**src/rtl/core/slr_pkg.sv**
```systemverilog
package slr_pkg;

    localparam int SAMPLE_W  = 16;
    localparam int FRAC_BITS = 16;
    localparam int STEP_W    = 22;
    localparam int PHASE_W   = 22;
    localparam int SUM_W     = PHASE_W + 1;
    localparam int MAX_RUN   = 32;
    localparam int RUN_W     = (MAX_RUN > 1) ? $clog2(MAX_RUN) : 1;
    localparam int DIFF_W    = SAMPLE_W + 1;
    localparam int PROD_W    = 2 * DIFF_W;
    localparam int Q_DEPTH   = 2;
    localparam int Q_AW      = $clog2(Q_DEPTH);
    localparam int Q_CW      = $clog2(Q_DEPTH + 1);

    localparam logic [SUM_W-1:0]   PHASE_ONE  = SUM_W'(1) << FRAC_BITS;
    localparam logic [STEP_W-1:0]  STEP_RESET = STEP_W'(65536);
    localparam logic [RUN_W-1:0]   RUN_LAST   = RUN_W'(MAX_RUN - 1);
    localparam logic [PROD_W-1:0]  TRUNC_BIAS = PROD_W'((64'd1 << FRAC_BITS) - 64'd1);

    typedef logic signed [SAMPLE_W-1:0] t_sample;
    typedef logic signed [PROD_W-1:0]   t_prod;

    // one queued frame; prime marks the very first frame after reset
    typedef struct packed {
        t_sample left;
        t_sample right;
        logic    prime;
    } t_item;

    typedef struct packed {
        logic full;
        logic empty;
    } t_q_stat;

    typedef struct packed {
        logic busy;
        logic emitting;
    } t_back_stat;

    typedef enum logic [1:0] {
        BK_IDLE,
        BK_CHECK,
        BK_EMIT
    } t_back_state;

    // prev + trunc(prod / 2^FRAC_BITS), rounding toward zero
    function automatic t_sample interp_fin(input t_prod prod, input t_sample prev);
        t_prod biased;
        t_prod shifted;
        biased  = prod[PROD_W-1] ? t_prod'(prod + TRUNC_BIAS) : prod;
        shifted = biased >>> FRAC_BITS;
        return t_sample'(prev + t_sample'(shifted[SAMPLE_W-1:0]));
    endfunction

    // end-of-run phase: drop one, saturating at zero
    function automatic logic [PHASE_W-1:0] phase_wrap(input logic [SUM_W-1:0] x);
        logic [SUM_W-1:0] d;
        d = x - PHASE_ONE;
        return (x >= PHASE_ONE) ? d[PHASE_W-1:0] : '0;
    endfunction

endpackage

```
**src/rtl/core/stereo_linear_resampler.sv**
```systemverilog
// Flow: the queue takes an accepted input beat; the back end reads it while idle, then
//   registers the products and rounds and adds them into the result register (read,
//   multiply, then round and add); further results of the run repeat the last two steps,
//   and stall while the result register is full and pop is low.
// A frame's run (at most 32 results, none for priming) ends before the next frame is read.
// Reset: synchronous, active low; clears phase, previous frame, priming flag and queues,
//   and sets the phase step to 65536 (unity ratio).
module stereo_linear_resampler
    import slr_pkg::*;
(
    input  logic                i_clk,
    input  logic                i_rst_n,
    // input frame queue side
    input  logic                push,
    output logic                full,
    input  logic signed [SAMPLE_W-1:0] i_left_in,
    input  logic signed [SAMPLE_W-1:0] i_right_in,
    // result queue side
    output logic                empty,
    input  logic                pop,
    output logic signed [SAMPLE_W-1:0] o_left_out,
    output logic signed [SAMPLE_W-1:0] o_right_out,
    output logic                o_last_of_run,
    // phase step register write
    input  logic                i_cfg_valid,
    output logic                o_cfg_ready,
    input  logic [STEP_W-1:0]   i_cfg_phase_step
);

    t_q_stat    q_stat;
    t_item      q_wr_item;
    t_item      q_rd_item;
    logic       q_wr;
    logic       q_rd;
    t_back_stat bk_stat;
    logic       cfg_wr;

    // Register writes are to arrive only while idle; the block does not enforce this. The port never stalls.
    assign o_cfg_ready = 1'b1;
    assign cfg_wr      = i_cfg_valid && o_cfg_ready;
    assign full        = q_stat.full;

    // Front: takes input beats and tags the first frame after reset as priming.
    slr_front u_front (
        .i_clk      (i_clk),
        .i_rst_n    (i_rst_n),
        .push       (push),
        .i_left_in  (i_left_in),
        .i_right_in (i_right_in),
        .i_q_stat   (q_stat),
        .o_q_wr     (q_wr),
        .o_q_item   (q_wr_item)
    );

    // Two-entry queue decouples the front from the interpolating back end.
    slr_queue u_queue (
        .i_clk     (i_clk),
        .i_rst_n   (i_rst_n),
        .i_wr      (q_wr),
        .i_wr_item (q_wr_item),
        .i_rd      (q_rd),
        .o_rd_item (q_rd_item),
        .o_stat    (q_stat)
    );

    // Back: phase accumulator, one interpolated frame per run step, result register.
    slr_back u_back (
        .i_clk         (i_clk),
        .i_rst_n       (i_rst_n),
        .i_cfg_wr      (cfg_wr),
        .i_cfg_step    (i_cfg_phase_step),
        .i_q_stat      (q_stat),
        .i_q_item      (q_rd_item),
        .o_q_rd        (q_rd),
        .pop           (pop),
        .empty         (empty),
        .o_left_out    (o_left_out),
        .o_right_out   (o_right_out),
        .o_last_of_run (o_last_of_run),
        .o_stat        (bk_stat)
    );

    // the queue can never report full and empty together
    a_q_stat_sane: assert property (@(posedge i_clk) disable iff (!i_rst_n)
        !(q_stat.full && q_stat.empty))
        else $error("queue full and empty at once");

    // a waiting beat that does not close its run means the back end is still mid-run
    a_run_open: assert property (@(posedge i_clk) disable iff (!i_rst_n)
        (!empty && !o_last_of_run) |-> bk_stat.busy)
        else $error("non-final result with back end idle");

    // the back end only reads the queue when it holds an entry
    a_rd_nonempty: assert property (@(posedge i_clk) disable iff (!i_rst_n)
        q_rd |-> !q_stat.empty)
        else $error("queue read while empty");

    // a result is computed only after its product was registered
    a_emit_after_check: assert property (@(posedge i_clk) disable iff (!i_rst_n)
        $rose(bk_stat.emitting) |-> $past(bk_stat.busy))
        else $error("emit entered without check step");

endmodule

```
**src/rtl/core/slr_front.sv**
```systemverilog
module slr_front
    import slr_pkg::*;
(
    input  logic    i_clk,
    input  logic    i_rst_n,
    input  logic    push,
    input  t_sample i_left_in,
    input  t_sample i_right_in,
    input  t_q_stat i_q_stat,
    output logic    o_q_wr,
    output t_item   o_q_item
);

    logic r_primed;
    logic n_primed;

    always_comb begin
        o_q_wr         = push && !i_q_stat.full;
        o_q_item.left  = i_left_in;
        o_q_item.right = i_right_in;
        o_q_item.prime = !r_primed;
        n_primed       = r_primed || o_q_wr;
    end

    always_ff @(posedge i_clk) begin
        if (!i_rst_n) begin
            r_primed <= 1'b0;
        end else begin
            r_primed <= n_primed;
        end
    end

endmodule

```
**src/rtl/core/slr_queue.sv**
```systemverilog
module slr_queue
    import slr_pkg::*;
(
    input  logic    i_clk,
    input  logic    i_rst_n,
    input  logic    i_wr,
    input  t_item   i_wr_item,
    input  logic    i_rd,
    output t_item   o_rd_item,
    output t_q_stat o_stat
);

    t_item             r_mem [Q_DEPTH];
    logic [Q_AW-1:0]   r_wp;
    logic [Q_AW-1:0]   r_rp;
    logic [Q_CW-1:0]   r_cnt;
    logic              wr_en;
    logic              rd_en;

    always_comb begin
        o_stat.full  = (r_cnt == Q_CW'(Q_DEPTH));
        o_stat.empty = (r_cnt == '0);
        wr_en        = i_wr && !o_stat.full;
        rd_en        = i_rd && !o_stat.empty;
        o_rd_item    = r_mem[r_rp];
    end

    always_ff @(posedge i_clk) begin
        if (wr_en) begin
            r_mem[r_wp] <= i_wr_item;
        end
    end

    always_ff @(posedge i_clk) begin
        if (!i_rst_n) begin
            r_wp  <= '0;
            r_rp  <= '0;
            r_cnt <= '0;
        end else begin
            if (wr_en) begin
                r_wp <= Q_AW'(r_wp + 1'b1);
            end
            if (rd_en) begin
                r_rp <= Q_AW'(r_rp + 1'b1);
            end
            r_cnt <= Q_CW'(r_cnt + Q_CW'(wr_en) - Q_CW'(rd_en));
        end
    end

endmodule

```
**src/rtl/core/slr_back.sv**
```systemverilog
module slr_back
    import slr_pkg::*;
(
    input  logic                i_clk,
    input  logic                i_rst_n,
    input  logic                i_cfg_wr,
    input  logic [STEP_W-1:0]   i_cfg_step,
    input  t_q_stat             i_q_stat,
    input  t_item               i_q_item,
    output logic                o_q_rd,
    input  logic                pop,
    output logic                empty,
    output t_sample             o_left_out,
    output t_sample             o_right_out,
    output logic                o_last_of_run,
    output t_back_stat          o_stat
);

    t_back_state         r_state, n_state;
    logic [STEP_W-1:0]   r_step, n_step;
    logic [PHASE_W-1:0]  r_phase, n_phase;
    logic [RUN_W-1:0]    r_n, n_n;
    t_sample             r_prev_l, n_prev_l;
    t_sample             r_prev_r, n_prev_r;
    t_sample             r_cur_l, n_cur_l;
    t_sample             r_cur_r, n_cur_r;
    t_prod               r_prod_l, n_prod_l;
    t_prod               r_prod_r, n_prod_r;
    logic                r_out_valid, n_out_valid;
    t_sample             r_out_l, n_out_l;
    t_sample             r_out_r, n_out_r;
    logic                r_out_last, n_out_last;

    logic                out_free;
    logic [SUM_W-1:0]    sum;
    logic                last;
    logic signed [DIFF_W-1:0] diff_l;
    logic signed [DIFF_W-1:0] diff_r;
    logic signed [DIFF_W-1:0] frac;

    always_comb begin
        n_state     = r_state;
        n_step      = r_step;
        n_phase     = r_phase;
        n_n         = r_n;
        n_prev_l    = r_prev_l;
        n_prev_r    = r_prev_r;
        n_cur_l     = r_cur_l;
        n_cur_r     = r_cur_r;
        n_prod_l    = r_prod_l;
        n_prod_r    = r_prod_r;
        n_out_l     = r_out_l;
        n_out_r     = r_out_r;
        n_out_last  = r_out_last;
        o_q_rd      = 1'b0;

        n_out_valid = r_out_valid && !pop;
        out_free    = !r_out_valid || pop;
        sum         = SUM_W'(r_phase) + SUM_W'(r_step);
        last        = (sum >= PHASE_ONE) || (r_n == RUN_LAST);
        diff_l      = DIFF_W'(r_cur_l) - DIFF_W'(r_prev_l);
        diff_r      = DIFF_W'(r_cur_r) - DIFF_W'(r_prev_r);
        frac        = $signed({1'b0, r_phase[FRAC_BITS-1:0]});

        case (r_state)
            BK_IDLE: begin
                if (!i_q_stat.empty) begin
                    o_q_rd  = 1'b1;
                    n_cur_l = i_q_item.left;
                    n_cur_r = i_q_item.right;
                    if (i_q_item.prime) begin
                        n_prev_l = i_q_item.left;
                        n_prev_r = i_q_item.right;
                    end else begin
                        n_n     = '0;
                        n_state = BK_CHECK;
                    end
                end
            end
            BK_CHECK: begin
                if (SUM_W'(r_phase) < PHASE_ONE) begin
                    n_prod_l = t_prod'(diff_l) * t_prod'(frac);
                    n_prod_r = t_prod'(diff_r) * t_prod'(frac);
                    n_state  = BK_EMIT;
                end else begin
                    // phase already at or past one: empty run
                    n_phase  = phase_wrap(SUM_W'(r_phase));
                    n_prev_l = r_cur_l;
                    n_prev_r = r_cur_r;
                    n_state  = BK_IDLE;
                end
            end
            BK_EMIT: begin
                if (out_free) begin
                    n_out_valid = 1'b1;
                    n_out_l     = interp_fin(r_prod_l, r_prev_l);
                    n_out_r     = interp_fin(r_prod_r, r_prev_r);
                    n_out_last  = last;
                    n_n         = RUN_W'(r_n + 1'b1);
                    if (last) begin
                        n_phase  = phase_wrap(sum);
                        n_prev_l = r_cur_l;
                        n_prev_r = r_cur_r;
                        n_state  = BK_IDLE;
                    end else begin
                        n_phase = sum[PHASE_W-1:0];
                        n_state = BK_CHECK;
                    end
                end
            end
            default: begin
                n_state = BK_IDLE;
            end
        endcase

        if (i_cfg_wr) begin
            n_step  = i_cfg_step;
            n_phase = '0;
        end
    end

    always_ff @(posedge i_clk) begin
        if (!i_rst_n) begin
            r_state     <= BK_IDLE;
            r_step      <= STEP_RESET;
            r_phase     <= '0;
            r_n         <= '0;
            r_prev_l    <= '0;
            r_prev_r    <= '0;
            r_out_valid <= 1'b0;
        end else begin
            r_state     <= n_state;
            r_step      <= n_step;
            r_phase     <= n_phase;
            r_n         <= n_n;
            r_prev_l    <= n_prev_l;
            r_prev_r    <= n_prev_r;
            r_out_valid <= n_out_valid;
        end
    end

    always_ff @(posedge i_clk) begin
        r_cur_l    <= n_cur_l;
        r_cur_r    <= n_cur_r;
        r_prod_l   <= n_prod_l;
        r_prod_r   <= n_prod_r;
        r_out_l    <= n_out_l;
        r_out_r    <= n_out_r;
        r_out_last <= n_out_last;
    end

    always_comb begin
        empty           = !r_out_valid;
        o_left_out      = r_out_l;
        o_right_out     = r_out_r;
        o_last_of_run   = r_out_last;
        o_stat.busy     = (r_state != BK_IDLE);
        o_stat.emitting = (r_state == BK_EMIT);
    end

endmodule
```
**config.mk**
```make
export PLATFORM = sky130hd
export DESIGN_NAME = stereo_linear_resampler
export DESIGN_NICKNAME = d
export VERILOG_FILES = /design/src/rtl/core/slr_pkg.sv /design/src/rtl/core/stereo_linear_resampler.sv /design/src/rtl/core/slr_front.sv /design/src/rtl/core/slr_queue.sv /design/src/rtl/core/slr_back.sv
export SDC_FILE = /design/constraint.sdc
export NUM_CORES = 2
export LEC_CHECK = 0
export ABC_AREA = 1
export BUFFER_PORTS_ARGS = -buffer_cell sky130_fd_sc_hd__buf_4
export CAP_MARGIN = 20
export CORE_MARGIN = 2
export CORE_UTILIZATION = 57
export DETAILED_ROUTE_END_ITERATION = 6
export PLACE_DENSITY = 0.84
export SLEW_MARGIN = 20
export SYNTH_ARGS = -nofsm -noshare
export SYNTH_HDL_FRONTEND = slang
export SYNTH_SLANG_ARGS = --single-unit
```
**constraint.sdc**
```tcl
create_clock -name i_clk -period 13.9 [get_ports i_clk]
set_input_delay 4.17 -clock i_clk [delete_from_list [all_inputs] [get_ports i_clk]]
set_output_delay 4.17 -clock i_clk [all_outputs]
set_load 0.02 [all_outputs]
```
Yosys cells after proc, flatten, opt, wreduce, memory -nomap -nowiden
Memory sizes are Yosys's and may differ from the RTL's. A register that Yosys moved wholly into a read port is not among the register bits. Index checks and enable logic that the tools add are counted.

Bits in registers: 222. Latch bits: 0. Bits in writable memories: 66. Memory bits (read-only): 0. Output and inout port bits: 36. Word-level logic and storage cells: 113. Memories kept: 1.

Add/subtract/negate cells: 14. $mul: 2. Div/mod/pow operators: 0. Order comparisons: 3. Eq/ne operators: 10. Shifts and indexed selects: 0. Muxes and demuxes: 38. Bitwise operators: 2. Reduce and logical (&&, ||, !) cells: 25.

Memory list: u_queue.r_mem (words 2, width 33, read ports 1, clocked after memory_dff 1, write ports 1, RTL line slr_queue.sv:13) `t_item r_mem [Q_DEPTH];`.

Operators by type and width (count): 2-to-1 mux 16 bit (10); 2-to-1 mux 22 bit (5); one-hot mux 16 bit (3 select lines) (2); multiplier 17 x 17 -> 34 bit (2); adder 32 x 16 -> 32 bit (second input constant) (2); 2-to-1 mux 32 bit (2); one-hot mux 22 bit (2 select lines) (1); subtractor 22 x 17 -> 22 bit (second input constant) (2); subtractor 16 x 16 -> 17 bit (2); adder 16 bit (2); adder 22 x 22 -> 23 bit (1); greater-or-equal comparator 23 x 17 -> 1 bit (second input constant) (1); greater-or-equal comparator 22 x 17 -> 1 bit (second input constant) (1); < comparator 22 x 17 -> 1 bit (second input constant) (1); 2-to-1 mux 5 bit (3); one-hot mux 5 bit (2 select lines) (1); 2-to-1 mux 1 bit (9); 2-to-1 mux 2 bit (4); != test 2 bit (second input constant) (4); one-hot mux 2 bit (3 select lines) (1); AND reduction 2 bit (3); AND reduction 3 bit (2); AND reduction 6 bit (1); adder 5 x 1 -> 5 bit (second input constant) (1); 16 further kinds (31).

Depth between registers and ports, before layout
Depth in word-level cells: 6. Mapped depth: 40. Depth with buffers taken out: 39.

Modules after synthesis
Synthesis repeated with hierarchy kept, for this count alone.

Cells, all modules: 4250. Area, all modules: 37054.3 µm².

By module, submodules not included: slr_back (instances 1, cells an instance 4068, area an instance 33967.6 µm²); slr_queue (instances 1, cells an instance 141, area an instance 2785.2 µm²); slr_front (instances 1, cells an instance 39, area an instance 290.3 µm²); stereo_linear_resampler (instances 1, cells an instance 2, area an instance 11.3 µm²).

Worst setup path before layout
Ideal clock, no wire load.

Path kind: reg2reg. Start point: register u_back.r_cur_l[3]. End point: register u_back.r_prod_l[33], data pin. Setup time: 0.260 ns. Data arrival time: 7.019 ns. Data required time: 13.640 ns. Path slack: 6.620 ns. Cell stages (with the launch flop): 32. Period minus slack after synthesis: 7.280 ns. Path through: edfxtp_1 -> ha_1 -> a21oi_1 -> nand2_1 -> a21oi_1 -> o21ai_1 -> nand2_1 -> nand2_1 -> a21oi_1 -> o21ai_0 -> or2_2 -> nand2_1 -> buf_2 -> nor2_1 -> fa_1 -> inv_1 -> fa_1 -> inv_1 -> fa_1 -> fa_1 -> fa_1 -> inv_1 -> fa_1 -> inv_1 -> ha_1 -> a21oi_1 -> o21ai_0 -> a21oi_1 -> nand2_1 -> nand2_1 -> nand3b_1 -> xor2_1.

Cells in the longest elaborated chain, start to end: 2.

RTL lines: start: declaration (RTL line slr_back.sv:25) `t_sample r_cur_l, n_cur_l;`; start signal: assignment (RTL line slr_back.sv:143) `r_cur_l <= n_cur_l;`; subtractor 16 x 16 -> 17 bit (RTL line slr_back.sv:61) `diff_l = DIFF_W'(r_cur_l) - DIFF_W'(r_prev_l);`; multiplier 17 x 17 -> 34 bit (RTL line slr_back.sv:82) `n_prod_l = t_prod'(diff_l) * t_prod'(frac);`; end signal: assignment (RTL line slr_back.sv:145) `r_prod_l <= n_prod_l;`; end: declaration (RTL line slr_back.sv:27) `t_prod r_prod_l, n_prod_l;`.

Every way passes these cells. A chain may end at the register's enable or synchronous reset.

Worst setup path in the final report
Start point: register u_back.r_cur_l[0]. End point: register u_back.r_prod_l[28], data pin.

Same word-level chain as after synthesis.

==> impl_metrics.csv <==
group,metric,value,unit
status,status,"finished with violations",
status,violations,"DRC",
timing,worst_pin_slew,1190,ps
clocking,clockRootBuffer,"clkbuf_16",
global_routing,grt_first_pass_wirelength,154000,µm
worst_setup_path,worstRegToRegCells,31,
clocking,ctsHoldBuffers,0,
timing,setup_tns,0,ps
min_path,hp-class,"flop to flop",
clocking,clk_latency,620,ps
clocking,htree_levels,1,
route,ant_nets,0,
logic_synthesis,ys_types,56,
logic_synthesis,ys.flop_type,"edfxtp_1",
logic_synthesis,synth_edf_count,197,
floorplanning,dieArea,65800,µm²
route,firstDrtPassIters,7,
timing,hold_violations,0,
timing,fin_ws,5220,ps
logic_synthesis,synth_compound_area_share,5.63,%
worst_setup_path,timing.critical_path.arrival,9000,ps
floorplanning,coreArea,63100,µm²
timing,report.final.setup_viol,0,
floorplanning,die_h,257,µm
worst_setup_path,critPathRequiredTime,14220,ps
global_routing,grt_max_degree,69,
placed_design,hpwl,74600,µm
floorplanning,initial_core_util,57.6,%
clocking,clk_path_buf_depth,3,
logic_synthesis,synth_cells,4268,
layout,final_common_cell,"inv_1",
timing,finalCriticalPeriod,8680,ps
clocking,cts_num_sinks,287,
worst_setup_path,r2r_slack,5220,ps
layout,post_route_cells_drive_above_1_share,5.94,%
timing,post-route-period-util,62.4,%
power,p_total,0.00505,W
layout,syn2layout_area_growth,7.16,%
floorplanning,fp.dieW,257,µm
route,via_per_inst,5.62,
placed_design,portBuffers,93,
logic_synthesis,synthArstFlopShare,0,%
layout,num_antenna_cells,0,
layout,nets,5201,
timing,rsz0062_at_grt,"no",
clocking,postCtsResizedCells,0,
timing,clock_skew,38.8,ps
power,power_density,130,nW/µm²
logic_synthesis,ys_seq_area_share,21.2,%
flow_run,maxCapViolations,0,
placed_design,gp_congestion,0.963,
logic_synthesis,synth_top_family_by_area,"adder cells",
worst_setup_path,worstPathMaxFanout,13,
power,peakVddDrop,0.134,mV
worst_setup_path,critPathKind,"flop to flop",
power,p_leak,19.3,nW
placed_design,place_ws,5420,ps
global_routing,antenna_found_initial,1,
placed_design,placed_area,37900,µm²
layout,design_area,38900,µm²
timing,final-max-slew-violation-count,0,
min_path,hold_depth,1,
worst_setup_path,max_stage_delay,770,ps
route,wl_per_cell,18.3,µm
logic_synthesis,synthSimpleGateAreaFrac,17.2,%
global_routing,grtUsageTotal,29.3,%
logic_synthesis,syn_nets,5151,
layout,n_fill_cell,5119,
route,drc,8,
global_routing,grt_pass1_vias,29533,
logic_synthesis,synth_mux_area_share,1.02,%
layout,final_util,61.7,%
logic_synthesis,avgSynthCellArea,8.51,µm²
floorplanning,boundaryPins,95,
worst_setup_path,worst_setup_path_end_kind,"flop",
layout,mostFrequentLayoutCells,"inv_1 (940), nand2_1 (756), fa_1 (552), nor2_1 (440), ha_1 (272)",
floorplanning,core.rowCount,92,
logic_synthesis,synth_seq_cells,287,
route,first_iter_violations,3075,
clocking,cts_tree,"yes",
logic_synthesis,synth_xor_area_share,3.97,%
timing,slew_headroom,20.6,%
worst_setup_path,cp-start-kind,"flop",
clocking,clkSlewWorstSetupHoldPaths,70,ps
worst_setup_path,critPathSlowestCell,"fa_1",
timing,max_freq,115,MHz
clocking,numCtsBuffers,30,
logic_synthesis,synth_area,36300,µm²
route,routed_wl,94700,µm
clocking,cts_setup_buffers,0,
logic_synthesis,synth_fa_ha_area_share,39.8,%
route,vias,29148,
global_routing,overflow,0,
logic_synthesis,yosysWarnings,0,
where the power goes:
part,switching (W),internal [W]
logic,0.00219,0.000707
clock network,0.000359,0.000466
registers,0.000145,0.00118
cells in the mapped netlist (32+ instances only):
library cell    n  area (µm²)
a21oi_1       207        1040
clkbuf_1       79         297
dfxtp_1        90        1800
edfxtp_1      197        5920
fa_1          552       11100
ha_1          272        3400
inv_1         942        3540
mux2_2         32         360
nand2_1       756        2840
nand3_1       180         901
nand4_1        33         206
nor2_1        442        1660
nor3_1         33         165
o21ai_0       102         510
xnor2_1        63         552
xor2_1        100         876
path summary, 6_finish.rpt:
| path | startpoint | end |
|---|---|---|
| setup / recovery | u_back.r_cur_l[0]$_DFFE_PP_ | u_back.r_prod_l[28]$_DFFE_PP_ |
| setup reg to reg | u_back.r_cur_l[0]$_DFFE_PP_ | u_back.r_prod_l[28]$_DFFE_PP_ |
| hold reg to reg | u_queue.r_rp$_SDFFE_PN0P_ | flop |
| hold / removal | u_queue.r_rp$_SDFFE_PN0P_ | flop |
cell families (layout without fill, tap and decap cells):
kind of cell    count (synthesis)  in the layout
compound gates                379            379
xor+xnor                      164            164
fa+ha+maj                     824            824
buf+inv                      1068           1141
flops                         287            287
mux                            33             33
other cells                     1              1
simple gates                 1512           1512
flip-flops by register name, indices dropped and copies added, names as in the netlist, 5 cells and up, named ones only:
signal	flops
u_back.r_n	5
u_queue.r_mem	66
u_back.o_right_out	16
u_back.r_cur_l	16
u_back.r_prod_l	33
u_back.r_step	22
u_back.r_prod_r	33
u_back.o_left_out	16
u_back.r_cur_r	16
u_back.r_prev_r	16
u_back.r_prev_l	16
u_back.r_phase	22
final cells by class:
| cell class | instances | area (µm²) | area share, % |
|---|---|---|---|
| multi-input cells | 2913 | 24600 | 63.2 |
| flip-flops and latches | 287 | 7720 | 19.8 |
| inverters | 967 | 3630 | 9.32 |
| well taps | 846 | 1060 | 2.72 |
| repair buffers | 119 | 913 | 2.35 |
| clock buffers | 38 | 801 | 2.06 |
| clock inverters | 17 | 204 | 0.524 |
metrics by stage:
step / cells / hold slack (ps)
2_1_floorplan: 4268 / 426
3_3_place_gp: 5131 / 436
3_5_place_dp: 5131 / 448
4_1_cts: 5186 / 466
5_1_grt: 5187 / 483
6_report: 5187 / 464
per-layer routing:
metal | track usage [%] | vias up | wire, µm
met5 | 0 | - | 18
met4 | 10.9 | 2 | 3970
met3 | 5.56 | 296 | 10200
met2 | 47.8 | 1582 | 43900
met1 | 39.2 | 14110 | 36600
li1 | - | 13158 | -
critical path, delay by kind of cell (launching register included):
family                   cells  cell delay, ps
buffers and inverters        7             660
adder cells (fa/ha/maj)      9            4380
AO/OA/AOI/OAI                6            1540
flip-flops                   1             330
AND/OR/NAND/NOR              8            1330
XOR/XNOR                     1             180
Power figures use the tool's default switching activity.
